**src/design/pixel_format_converter_assert.svh**
```systemverilog
// Assertion macros shared by the pixel format converter RTL.
`ifndef PIXEL_FORMAT_CONVERTER_ASSERT_SVH
`define PIXEL_FORMAT_CONVERTER_ASSERT_SVH

`ifndef NO_ASSERTIONS

// Same-cycle implication, checked out of reset.
`define PFC_ASSERT_NOW(label, clk, rstn, ante, cons) \
  label: assert property (@(posedge clk) disable iff (!rstn) (ante) |-> (cons)) \
    else $error("pixel format converter assertion failed");

// Next-cycle implication, checked out of reset.
`define PFC_ASSERT_NEXT(label, clk, rstn, ante, cons) \
  label: assert property (@(posedge clk) disable iff (!rstn) (ante) |=> (cons)) \
    else $error("pixel format converter assertion failed");

`else

`define PFC_ASSERT_NOW(label, clk, rstn, ante, cons)
`define PFC_ASSERT_NEXT(label, clk, rstn, ante, cons)

`endif

`endif

```
**src/design/pfc_pkg.sv**
```systemverilog
// Types and format codes shared by the pixel format converter modules.
`default_nettype none

package pfc_pkg;

  // Function codes of an input word.
  localparam logic FUNC_CONVERT   = 1'b0;
  localparam logic FUNC_PAL_WRITE = 1'b1;

  // Pixel format codes.
  localparam logic [3:0] FMT_ARGB8888 = 4'd0;
  localparam logic [3:0] FMT_XRGB8888 = 4'd1;
  localparam logic [3:0] FMT_ABGR8888 = 4'd2;
  localparam logic [3:0] FMT_RGBA8888 = 4'd3;
  localparam logic [3:0] FMT_BGRA8888 = 4'd4;
  localparam logic [3:0] FMT_RGB888   = 4'd5;
  localparam logic [3:0] FMT_RGB565A8 = 4'd6;
  localparam logic [3:0] FMT_RGB565   = 4'd7;
  localparam logic [3:0] FMT_BGR565   = 4'd8;
  localparam logic [3:0] FMT_A8L8     = 4'd9;
  localparam logic [3:0] FMT_ARGB4444 = 4'd10;
  localparam logic [3:0] FMT_L8       = 4'd11;
  localparam logic [3:0] FMT_A4L4     = 4'd12;
  localparam logic [3:0] FMT_ARGB1555 = 4'd13;
  localparam logic [3:0] FMT_RGB8     = 4'd14;

  localparam int unsigned PAL_SIZE_W = 9;

  // Input word.
  typedef struct packed {
    logic        func;
    logic [3:0]  src_format;
    logic [3:0]  dst_format;
    logic [31:0] pixel_in;
    logic [7:0]  palette_index;
    logic [31:0] palette_word;
  } pfc_in_t;

  // Result word.
  typedef struct packed {
    logic [31:0] pixel_out;
    logic [2:0]  bytes_per_pixel;
  } pfc_out_t;

  // Unpacked source channels.
  typedef struct packed {
    logic [7:0] r;
    logic [7:0] g;
    logic [7:0] b;
    logic [7:0] a;
    logic [7:0] lum;
    logic       indexed;
    logic       idx_alpha;
  } pfc_chan_t;

  // Pipeline register between the palette read and the repack.
  typedef struct packed {
    logic [7:0] r;
    logic [7:0] g;
    logic [7:0] b;
    logic [7:0] a;
    logic       hit;
    logic       idx_alpha;
    logic [3:0] dst;
  } pfc_stage_t;

endpackage

`default_nettype wire

```
**src/design/pfc_pack.sv**
```systemverilog
// Palette merge and repacking of channels into the destination format.
`default_nettype none

module pfc_pack (
  input  wire pfc_pkg::pfc_stage_t stage_i,
  input  wire logic [31:0]         pal_entry_i,
  output pfc_pkg::pfc_out_t        result_o
);

  import pfc_pkg::*;

  logic [7:0] r;
  logic [7:0] g;
  logic [7:0] b;
  logic [7:0] a;

  // A palette hit replaces the color channels, and alpha too for L8.
  always_comb begin
    r = stage_i.r;
    g = stage_i.g;
    b = stage_i.b;
    a = stage_i.a;
    if (stage_i.hit) begin
      b = pal_entry_i[7:0];
      g = pal_entry_i[15:8];
      r = pal_entry_i[23:16];
      if (stage_i.idx_alpha) begin
        a = pal_entry_i[31:24];
      end
    end
  end

  always_comb begin
    unique case (stage_i.dst)
      FMT_ARGB8888: result_o.pixel_out = {a, r, g, b};
      FMT_XRGB8888: result_o.pixel_out = {8'h00, r, g, b};
      FMT_ABGR8888: result_o.pixel_out = {a, b, g, r};
      FMT_RGBA8888: result_o.pixel_out = {r, g, b, a};
      FMT_BGRA8888: result_o.pixel_out = {b, g, r, a};
      FMT_RGB888:   result_o.pixel_out = {8'h00, r, g, b};
      FMT_RGB565A8: result_o.pixel_out = {8'h00, a, r[7:3], g[7:2], b[7:3]};
      FMT_RGB565:   result_o.pixel_out = {16'h0000, r[7:3], g[7:2], b[7:3]};
      FMT_BGR565:   result_o.pixel_out = {16'h0000, b[7:3], g[7:2], r[7:3]};
      default:      result_o.pixel_out = '0;
    endcase
    unique case (stage_i.dst) inside
      [FMT_ARGB8888:FMT_BGRA8888]: result_o.bytes_per_pixel = 3'd4;
      [FMT_RGB888:FMT_RGB565A8]:   result_o.bytes_per_pixel = 3'd3;
      [FMT_RGB565:FMT_ARGB4444]:   result_o.bytes_per_pixel = 3'd2;
      [FMT_L8:FMT_RGB8]:           result_o.bytes_per_pixel = 3'd1;
      default:                     result_o.bytes_per_pixel = 3'd0;
    endcase
  end

endmodule

`default_nettype wire

```
**config.mk**
```make
export PLATFORM = sky130hd
export DESIGN_NAME = pfc_pack
export DESIGN_NICKNAME = d
export VERILOG_FILES = /design/src/design/pixel_format_converter_assert.svh /design/src/design/pfc_pkg.sv /design/src/design/pfc_pack.sv
export SDC_FILE = /design/constraint.sdc
export NUM_CORES = 1
export LEC_CHECK = 0
export BUFFER_PORTS_ARGS = -buffer_cell sky130_fd_sc_hd__buf_2
export CORE_MARGIN = 3
export CORE_UTILIZATION = 42
export DETAILED_ROUTE_END_ITERATION = 6
export PLACE_DENSITY = 0.84
export SYNTH_ARGS = -nofsm -noshare
export SYNTH_HDL_FRONTEND = slang
export SYNTH_SLANG_ARGS = --single-unit
```
**constraint.sdc**
```tcl
create_clock -name vclk -period 1.3
set_input_delay 0.065 -clock vclk [all_inputs]
set_output_delay 0.065 -clock vclk [all_outputs]
set_load 0.05 [all_outputs]
```
==> results of run 1 <==
[metrics by stage]
step | utilization | std cells | setup TNS [ns] | hold slack, ns
2_1_floorplan | - | 193 | -3.22 | 0.424
3_3_place_gp | 0.855 | 369 | -4.55 | 0.714
3_5_place_dp | 0.855 | 369 | -5.71 | 0.722
[cell families after synthesis]
family | after synthesis | share of synthesized area
AO/OA/AOI/OAI | 85 | 0.453
buffers and inverters | 28 | 0.0984
multiplexers | 24 | 0.191
AND/OR/NAND/NOR | 56 | 0.258
==> flow_summary.json, run 1 <==
{
  "synth_most_common_cell": "o21ai_0",
  "synth_top_area_share": 0.132,
  "cts-resized-gates": 155,
  "avgSynthCellArea_um2": 7.05,
  "detailed_place.area_um2": 2630,
  "post_synth_most_frequent_cells": "o21ai_0 (22), a22oi_1 (16), mux2_2 (16)",
  "portBuffers": 105,
  "synth_sequential_area_ratio": 0,
  "dp_worst_setup_slack_ns": -0.279,
  "outcome": "stopped before the end",
  "post_cts.repair.setup_buffers": 6,
  "synthesis.nets": 263,
  "gp_congestion": 0.937,
  "floorplan.die.height_um": 62.9,
  "yosysTopAreaCell": "mux2_2",
  "die_w_um": 62.9,
  "synth.distinct_cells": 35,
  "synth_area_leaders": "mux2_2 (13%), a22oi_1 (8.8%), o21ai_0 (8.1%)",
  "flow.first_error": "[ERROR DPL-0038] Utilization greater than 100%, impossible to legalize",
  "netlist_area_um2": 1360,
  "synthCells": 193,
  "holdBufCountCts": 0,
  "initial_utilization": 0.442,
  "last-stage-reached": "4_1_cts",
  "dp_hpwl_um": 5510,
  "placement_rows": 20,
  "io_pins": 105,
  "synthesis.yosys.warnings": 0
}
==> inputs of run 2 (changes only) <==
--- a/config.mk
+++ b/config.mk
@@ -6,10 +6,10 @@
 export NUM_CORES = 1
 export LEC_CHECK = 0
 export BUFFER_PORTS_ARGS = -buffer_cell sky130_fd_sc_hd__buf_2
-export CORE_MARGIN = 3
-export CORE_UTILIZATION = 42
+export CORE_AREA = 3 3 64 66
 export DETAILED_ROUTE_END_ITERATION = 6
-export PLACE_DENSITY = 0.84
+export DIE_AREA = 0 0 67 69
+export PLACE_DENSITY_LB_ADDON = 0.15
 export SYNTH_ARGS = -nofsm -noshare
 export SYNTH_HDL_FRONTEND = slang
 export SYNTH_SLANG_ARGS = --single-unit
==> flow_summary.json, run 2 <==
{
  "outcome": "finished with violations",
  "failing_checks": "negative setup slack",
  "min-delay-start": "stage_i[0]",
  "floorplan.die.height_um": 69,
  "yosysTopAreaCell": "mux2_2",
  "avgRoutedWirePerCell_um": 25.8,
  "period_needed_ns": 1.42,
  "design.core.area_um2": 3630,
  "timing.final.ws_setup_ns": -0.125,
  "grt_max_degree": 21,
  "worst_hold_path.num_cells": 4,
  "hold_path_class": "in -> out",
  "final_cell_mix": "buf_2 (69), buf_6 (35), buf_4 (25), mux2_4 (15), a22oi_2 (12)",
  "synth_sequential_area_ratio": 0,
  "initial_utilization": 0.374,
  "hold_viol_final": 0,
  "synthesis.yosys.warnings": 0,
  "sequential_cell_area_um2": 0,
  "synthesis.nets": 263,
  "drt-vias-per-instance": 6.94,
  "maxCapViolations": 0,
  "final.period_utilization": 1.10,
  "max_slew.worst_pin.slew_ns": 0.547,
  "report.final.slew_viol_count": 0,
  "portBuffers": 105,
  "fp.dieArea_um2": 4620,
  "setup.worst_path.end_class": "output port",
  "drt_wl_total_um": 9420,
  "whs_endpoint": "result_o[31]",
  "clk_buffers": 0,
  "nFlopsAndLatches": 0,
  "synth_most_common_cell": "o21ai_0",
  "fmax_mhz": 702,
  "numPlacedInstances": 357,
  "firstDrtPassIters": 6,
  "power.static_leakage_uw": 0.00140,
  "layoutNonFillerInstCount": 365,
  "synth.distinct_cells": 35,
  "grt_usage": 0.313,
  "dp_hpwl_um": 4780,
  "drtAntennaViolNets": 0,
  "max-slew-margin-rel": 0.628,
  "dp_worst_setup_slack_ns": -0.272,
  "synth_top_area_share": 0.132,
  "grt_overflow_total": 0,
  "critPathArrivalTime_ns": 1.36,
  "path_max_fanout": 8,
  "drive_above_1_share": 0.804,
  "mostFrequentLayoutCell": "buf_2",
  "drc_marker_count_from_the_first_detailed_route_iteration": 286,
  "via_count_of_the_first_global_routing_pass": 2368,
  "layout-area-overhead-vs-synth_pct": 146,
  "synthCells": 193,
  "vias": 2532,
  "gp_congestion": 0.885,
  "avgSynthCellArea_um2": 7.05,
  "critical_path_class": "in -> out",
  "wire_length_of_the_first_global_routing_pass_um": 11500,
  "placement_rows": 22,
  "nets": 389,
  "diodes": 0,
  "start_kind": "primary input",
  "post_synth_most_frequent_cells": "o21ai_0 (22), a22oi_1 (16), mux2_2 (16)",
  "num-fill-cells": 138,
  "rsz0062_at_grt": "yes",
  "ir_worst_vdd_v": 0.000305,
  "setup_total_negative_slack_ns": -0.666,
  "fin_worst_hold_slack_ns": 0.654,
  "crit_required_ns": 1.24,
  "p_per_area_nw_per_um2": 507,
  "netlist_area_um2": 1360,
  "setup_viol": 18,
  "fin_total_pwr_uw": 1700,
  "io_pins": 105,
  "die_w_um": 67,
  "drcViolationCount": 0,
  "synth_area_leaders": "mux2_2 (13%), a22oi_1 (8.8%), o21ai_0 (8.1%)",
  "antenna_violations_before_repair": 0
}
-- run 2: critical path, stage by stage --
cell      delay (ns)
buf_12          0.12
buf_8           0.14
mux2_4          0.36
a22oi_1         0.25
o211ai_1        0.18
buf_4           0.23
-- run 2: area by class of cell --
| class | instances | area [µm²] | share of cell area |
|---|---|---|---|
| well taps | 48 | 60.1 | 0.0180 |
| repair buffers | 144 | 1240 | 0.371 |
| multi-input cells | 165 | 2010 | 0.601 |
| inverters | 8 | 33.8 | 0.0101 |
-- run 2: metal layers --
metal  global-route usage  vias up  part of all wire
li1                     -     1029                 -
met1                0.380     1194              0.36
met2                0.533      244              0.46
met3               0.0603       65              0.12
met4                0.115        0             0.055
met5                    0        -                 0
-- run 2: where the power goes --
group | leakage [µW] | switching (µW) | internal, µW
clock network | 0 | 0 | 0
registers | 0 | 0 | 0
logic | 0.00140 | 990 | 707
-- run 2: cells by family (layout without fill, tap and decap cells) --
kind of cell | Yosys count | in the layout | synth area share
AOI/OAI and AO/OA | 85 | 85 | 0.453
buffers and inverters | 28 | 152 | 0.0984
muxes | 24 | 24 | 0.191
and+or+nand+nor | 56 | 56 | 0.258
-- run 2: per-stage QoR --
stage	utilization	instance area (µm²)
2_1_floorplan	-	1830
6_report	0.921	3350
4_1_cts	0.847	3080
5_1_grt	0.921	3350
3_3_place_gp	0.700	2540
3_5_place_dp	0.700	2540
-- run 2: timing repair --
action	4_1_cts	5_1_grt
hold buffers	0	0
buffers inserted	1	3
gates cloned	3	2
gates resized for setup	138	50
pin swaps	12	24
setup endpoints to repair	32	33
-- run 2: worst max-delay path by stage --
stage | start | end | cells past startpoint
2_1_floorplan | stage_i[5] | result_o[29] | 5
3_3_place_gp | stage_i[3] | result_o[9] | 5
3_5_place_dp | stage_i[3] | result_o[9] | 5
4_1_cts | stage_i[0] | result_o[9] | 7
5_1_grt | stage_i[5] | result_o[3] | 6
6_report | stage_i[5] | result_o[3] | 6
(Power assumes the default switching activity.)
==> inputs of run 3 (changes only) <==
--- a/config.mk
+++ b/config.mk
@@ -5,11 +5,13 @@
 export SDC_FILE = /design/constraint.sdc
 export NUM_CORES = 1
 export LEC_CHECK = 0
+export ABC_AREA = 1
 export BUFFER_PORTS_ARGS = -buffer_cell sky130_fd_sc_hd__buf_2
-export CORE_AREA = 3 3 64 66
+export CORE_MARGIN = 3
+export CORE_UTILIZATION = 40
 export DETAILED_ROUTE_END_ITERATION = 6
-export DIE_AREA = 0 0 67 69
 export PLACE_DENSITY_LB_ADDON = 0.15
+export SETUP_SLACK_MARGIN = 0.5
 export SYNTH_ARGS = -nofsm -noshare
 export SYNTH_HDL_FRONTEND = slang
 export SYNTH_SLANG_ARGS = --single-unit
==> flow_summary.json, run 3 <==
{
  "outcome": "finished with violations",
  "failing_checks": "negative setup slack",
  "start_kind": "primary input",
  "firstDrtPassIters": 7,
  "layoutNonFillerInstCount": 530,
  "path_max_fanout": 5,
  "hold_viol_final": 0,
  "die_w_um": 66.8,
  "initial_utilization": 0.429,
  "final.period_utilization": 1.04,
  "vias": 3204,
  "setup.worst_path.end_class": "output port",
  "synthesis.nets": 429,
  "dp_hpwl_um": 5040,
  "use_met2": 0.683,
  "drive_above_1_share": 0.525,
  "portBuffers": 105,
  "numPlacedInstances": 518,
  "whs_endpoint": "result_o[2]",
  "drt_wl_total_um": 10400,
  "num-fill-cells": 132,
  "crit_required_ns": 1.24,
  "rsz0062_at_grt": "yes",
  "grt_max_degree": 25,
  "power_report.internal_total_uw": 584,
  "fmax_mhz": 741,
  "grt_usage": 0.386,
  "power.switching_fraction": 0.632,
  "synthesis.yosys.warnings": 0,
  "p_per_area_nw_per_um2": 493,
  "finalInstanceArea_um2": 3220,
  "drcViolationCount": 0,
  "placement_rows": 21,
  "io_pins": 105,
  "avgSynthCellArea_um2": 4.11,
  "busiest_layer": "met2",
  "critical-path-top-cell-by-count": "nand2_2",
  "power.net_switching_uw": 1000,
  "max-slew-margin-rel": 0.797,
  "setup_viol": 2,
  "family_of_cells_with_the_greatest_summed_delay_on_the_critical_path": "simple AND/OR/NAND/NOR gates",
  "yosysTopAreaCell": "nand2_1",
  "via_count_of_the_first_global_routing_pass": 2908,
  "timing.final.ws_setup_ns": -0.0501,
  "synth_most_common_cell": "nand2_1",
  "synth.distinct_cells": 15,
  "synth_top_area_share": 0.641,
  "final_cell_mix": "nand2_1 (180), buf_2 (64), nand2_2 (52), buf_6 (24)",
  "sequential_cell_area_um2": 0,
  "max_slew.worst_pin.slew_ns": 0.304,
  "mostFrequentLayoutCell": "nand2_1",
  "worst_hold_path.num_cells": 5,
  "layout.core_utilization": 0.935,
  "diodes": 0,
  "detailed_place.area_um2": 2460,
  "synth_area_leaders": "nand2_1 (64%), inv_1 (8.6%), nand3_1 (7.1%)",
  "critical_path.n_buffers_inverters": 4,
  "p_comb_frac": 1.000,
  "ir_worst_vdd_v": 0.000333,
  "fp.dieArea_um2": 4460,
  "synthCells": 359,
  "synth_sequential_area_ratio": 0,
  "cp_cell_sequence": "buf_6 -> buf_4 -> nand3_1 -> inv_2 -> nand2_1 -> nand2_2 -> nor2_2 -> nand2_2 -> buf_8",
  "grt_overflow_total": 0,
  "gp_congestion": 0.993,
  "post_synth_most_frequent_cells": "nand2_1 (252), inv_1 (34), nand3_1 (21)",
  "report.final.slew_viol_count": 0,
  "power.static_leakage_uw": 0.00183,
  "nets": 556,
  "critical_path_class": "in -> out",
  "avgRoutedWirePerCell_um": 19.6,
  "holdBufCountCts": 0,
  "layout-area-overhead-vs-synth_pct": 118,
  "power_frac_seq": 0,
  "critPathSlowestCell": "nand3_1",
  "grt_util_met3": 0.0590,
  "drtAntennaViolNets": 0,
  "min-delay-start": "stage_i[2]",
  "period_needed_ns": 1.35,
  "floorplan.die.height_um": 66.8,
  "critPathArrivalTime_ns": 1.29,
  "globalRouteMet1Util": 0.442,
  "antenna_violations_before_repair": 0,
  "drt-vias-per-instance": 6.05,
  "drc_marker_count_from_the_first_detailed_route_iteration": 606,
  "wire_length_of_the_first_global_routing_pass_um": 13500,
  "critPathMaxStageDelay_ns": 0.22,
  "hold_path_class": "in -> out",
  "netlist_area_um2": 1480,
  "crit_path_start": "stage_i[1]",
  "power.clock.fraction": 0,
  "maxCapViolations": 0,
  "design.core.area_um2": 3440,
  "nFlopsAndLatches": 0,
  "clk_buffers": 0,
  "fin_worst_hold_slack_ns": 0.616
}
## run 3: cell count changes after synthesis, moves of 10 or more
cell,change
nand2_1,+239
inv_1,+26
o21ai_0,-21
a22oi_1,-16
mux2_2,-16
o221ai_1,-12
nand4_1,+11
o2111ai_1,-11
nand3_1,+10
## run 3: per-stage QoR
| step | setup slack, ns | TNS, ns | total power [µW] |
|---|---|---|---|
| floorplan | -0.00954 | -0.00954 | 809 |
| global placement | -0.0709 | -0.191 | 1110 |
| detailed placement | -0.0424 | -0.0507 | 1120 |
| CTS | 0.180 | 0 | 1440 |
| global route | -0.0307 | -0.0493 | 1650 |
| finish | -0.0501 | -0.0773 | 1590 |
## run 3: cells by family after synthesis
logic type	share of synthesized area
AOI/OAI and AO/OA	0.0254
buffers and inverters	0.153
and+or+nand+nor	0.821
## run 3: worst max path at each step
stage	endpoint	slack, ns	depth (start not counted)
after floorplan	result_o[27]	-0.01	6
after global placement	result_o[18]	-0.07	8
after detailed placement	result_o[18]	-0.04	8
after CTS	result_o[6]	0.18	11
after global routing	result_o[7]	-0.03	9
final	result_o[3]	-0.05	9
## run 3: routing by layer
metal / wire length [µm] / part of all wire / vias to the layer above
met5: 0 / 0 / -
met4: 724 / 0.070 / 0
met3: 1380 / 0.13 / 108
met2: 4890 / 0.47 / 342
met1: 3400 / 0.33 / 1415
li1: - / - / 1339
## run 3: tightest hold or removal path: stages
cell and delay (ns):
buf_12 0.09, inv_2 0.06, nand2_4 0.12, nand2_4 0.07, buf_8 0.15
## run 3: power by group through the flow
stage	logic, µW	registers, µW	clock network (µW)
2_1_floorplan	809	0	0
3_3_place_gp	1110	0	0
3_5_place_dp	1120	0	0
4_1_cts	1440	0	0
5_1_grt	1650	0	0
6_report	1590	0	0
## run 3: final cells by class
type	count	area, µm²	area share
multi-input combinational	311	1780	0.554
timing repair buffer	136	1220	0.379
inverter	37	156	0.0486
tap	46	57.6	0.0179
## run 3: repair_timing
item,CTS,global route
pin swaps,31,8
gates cloned,2,0
hold endpoints to repair,0,0
resized for setup,168,28
setup endpoints to repair,35,35
buffers inserted,8,2
==> inputs of run 4 (changes only) <==
==> constraint.sdc (replaced) <==
create_clock -name vclk -period 1.45
set_input_delay 0.0725 -clock vclk [all_inputs]
set_output_delay 0.0725 -clock vclk [all_outputs]
set_load 0.05 [all_outputs]
==> flow_summary.json, run 4 (synthesis gave the netlist of run 3 again) <==
{
  "dp_worst_setup_slack_ns": 0.0942,
  "placement_rows": 21,
  "max_slew.worst_pin.slew_ns": 0.258,
  "family_of_cells_with_the_greatest_summed_delay_on_the_critical_path": "simple AND/OR/NAND/NOR gates",
  "outcome": "completed",
  "avgRoutedWirePerCell_um": 17.4,
  "portBuffers": 105,
  "power.static_leakage_uw": 0.00171,
  "initial_utilization": 0.429,
  "setup.worst_path.end_class": "output port",
  "area_of_combinational_cells_with_multiple_inputs_um2": 1710,
  "ir_worst_vdd_v": 0.000275,
  "drcViolationCount": 0,
  "fmax_mhz": 769,
  "critPathSlowestCell": "buf_8",
  "grt_max_degree": 25,
  "nFlopsAndLatches": 0,
  "final.period_utilization": 0.897,
  "clk_buffers": 0,
  "drc_marker_count_from_the_first_detailed_route_iteration": 431,
  "num-fill-cells": 226,
  "firstDrtPassIters": 6,
  "via_count_of_the_first_global_routing_pass": 2725,
  "drive_above_1_share": 0.502,
  "final_cell_mix": "nand2_1 (180), buf_2 (64), nand2_2 (57), buf_6 (24), inv_1 (23)",
  "start_kind": "primary input",
  "maxCapViolations": 0,
  "layoutNonFillerInstCount": 512,
  "setup_viol": 0,
  "die_w_um": 66.8,
  "critical-path-top-cell-by-count": "nand2_1",
  "design.core.area_um2": 3440,
  "max-slew-margin-rel": 0.828,
  "diodes": 0,
  "hold_viol_final": 0,
  "report.final.slew_viol_count": 0,
  "drt_wl_total_um": 8890,
  "floorplan.die.height_um": 66.8,
  "timing.final.ws_setup_ns": 0.150,
  "critPathMaxStageDelay_ns": 0.18,
  "gp_congestion": 0.951,
  "io_pins": 105,
  "layout-area-overhead-vs-synth_pct": 100,
  "drt-vias-per-instance": 5.69,
  "numPlacedInstances": 506,
  "sequential_cell_area_um2": 0,
  "crit_required_ns": 1.38,
  "p_per_area_nw_per_um2": 442,
  "wire_length_of_the_first_global_routing_pass_um": 12300,
  "holdBufCountCts": 0,
  "nets": 538,
  "setup_total_negative_slack_ns": 0,
  "critPathArrivalTime_ns": 1.23,
  "path_max_fanout": 9,
  "hold_path_class": "in -> out",
  "mostFrequentLayoutCell": "nand2_1",
  "critical_path_class": "in -> out",
  "cp_cell_sequence": "buf_8 -> buf_8 -> nand2_1 -> nand2_1 -> nand2_1 -> nand2_1 -> nor2_1 -> nand2_2 -> buf_8",
  "period_needed_ns": 1.30,
  "fp.dieArea_um2": 4460,
  "rsz0062_at_grt": "yes",
  "grt_usage": 0.354,
  "grt_overflow_total": 0,
  "critical_path.n_buffers_inverters": 3,
  "vias": 2911,
  "layout.core_utilization": 0.859,
  "drtAntennaViolNets": 0,
  "antenna_violations_before_repair": 0,
  "dp_hpwl_um": 4770,
  "fin_total_pwr_uw": 1310
}
[run 4: worst paths after layout]
path	slack, ns	start	to	cells after the start
worst min-delay path	0.63	stage_i[3]	result_o[0]	4
worst max-delay path	0.15	stage_i[5]	result_o[3]	9
[run 4: layout make-up]
type | count | area share
timing repair buffer | 117 | 0.346
inverter | 37 | 0.0580
tap | 46 | 0.0195
multi-input combinational | 312 | 0.577
[run 4: what timing repair did]
item / CTS / global route
gates resized for setup: 178 / 50
setup endpoints to repair: 35 / 35
pin swaps: 32 / 14
setup buffers: 2 / 0
gates cloned: 4 / 0
[run 4: per-layer routing]
metal / wire length (µm) / global-route usage / share of wire
met5: 0 / 0 / 0
met2: 4170 / 0.629 / 0.47
met1: 2910 / 0.390 / 0.33
met3: 1130 / 0.0776 / 0.13
met4: 680 / 0.178 / 0.076
[run 4: report_power, final]
group / switching (µW) / internal [µW] / leakage [µW]
clock: 0 / 0 / 0
combinational: 842 / 465 / 0.00171
sequential: 0 / 0 / 0
total: 842 / 465 / 0.00171
[run 4: stage by stage]
step / hold WS [ns] / cell area [µm²]
6_report: 0.625 / 2960
3_5_place_dp: 0.647 / 2150
5_1_grt: 0.621 / 2960
3_3_place_gp: 0.643 / 2150
2_1_floorplan: 0.392 / 1610
4_1_cts: 0.600 / 2800
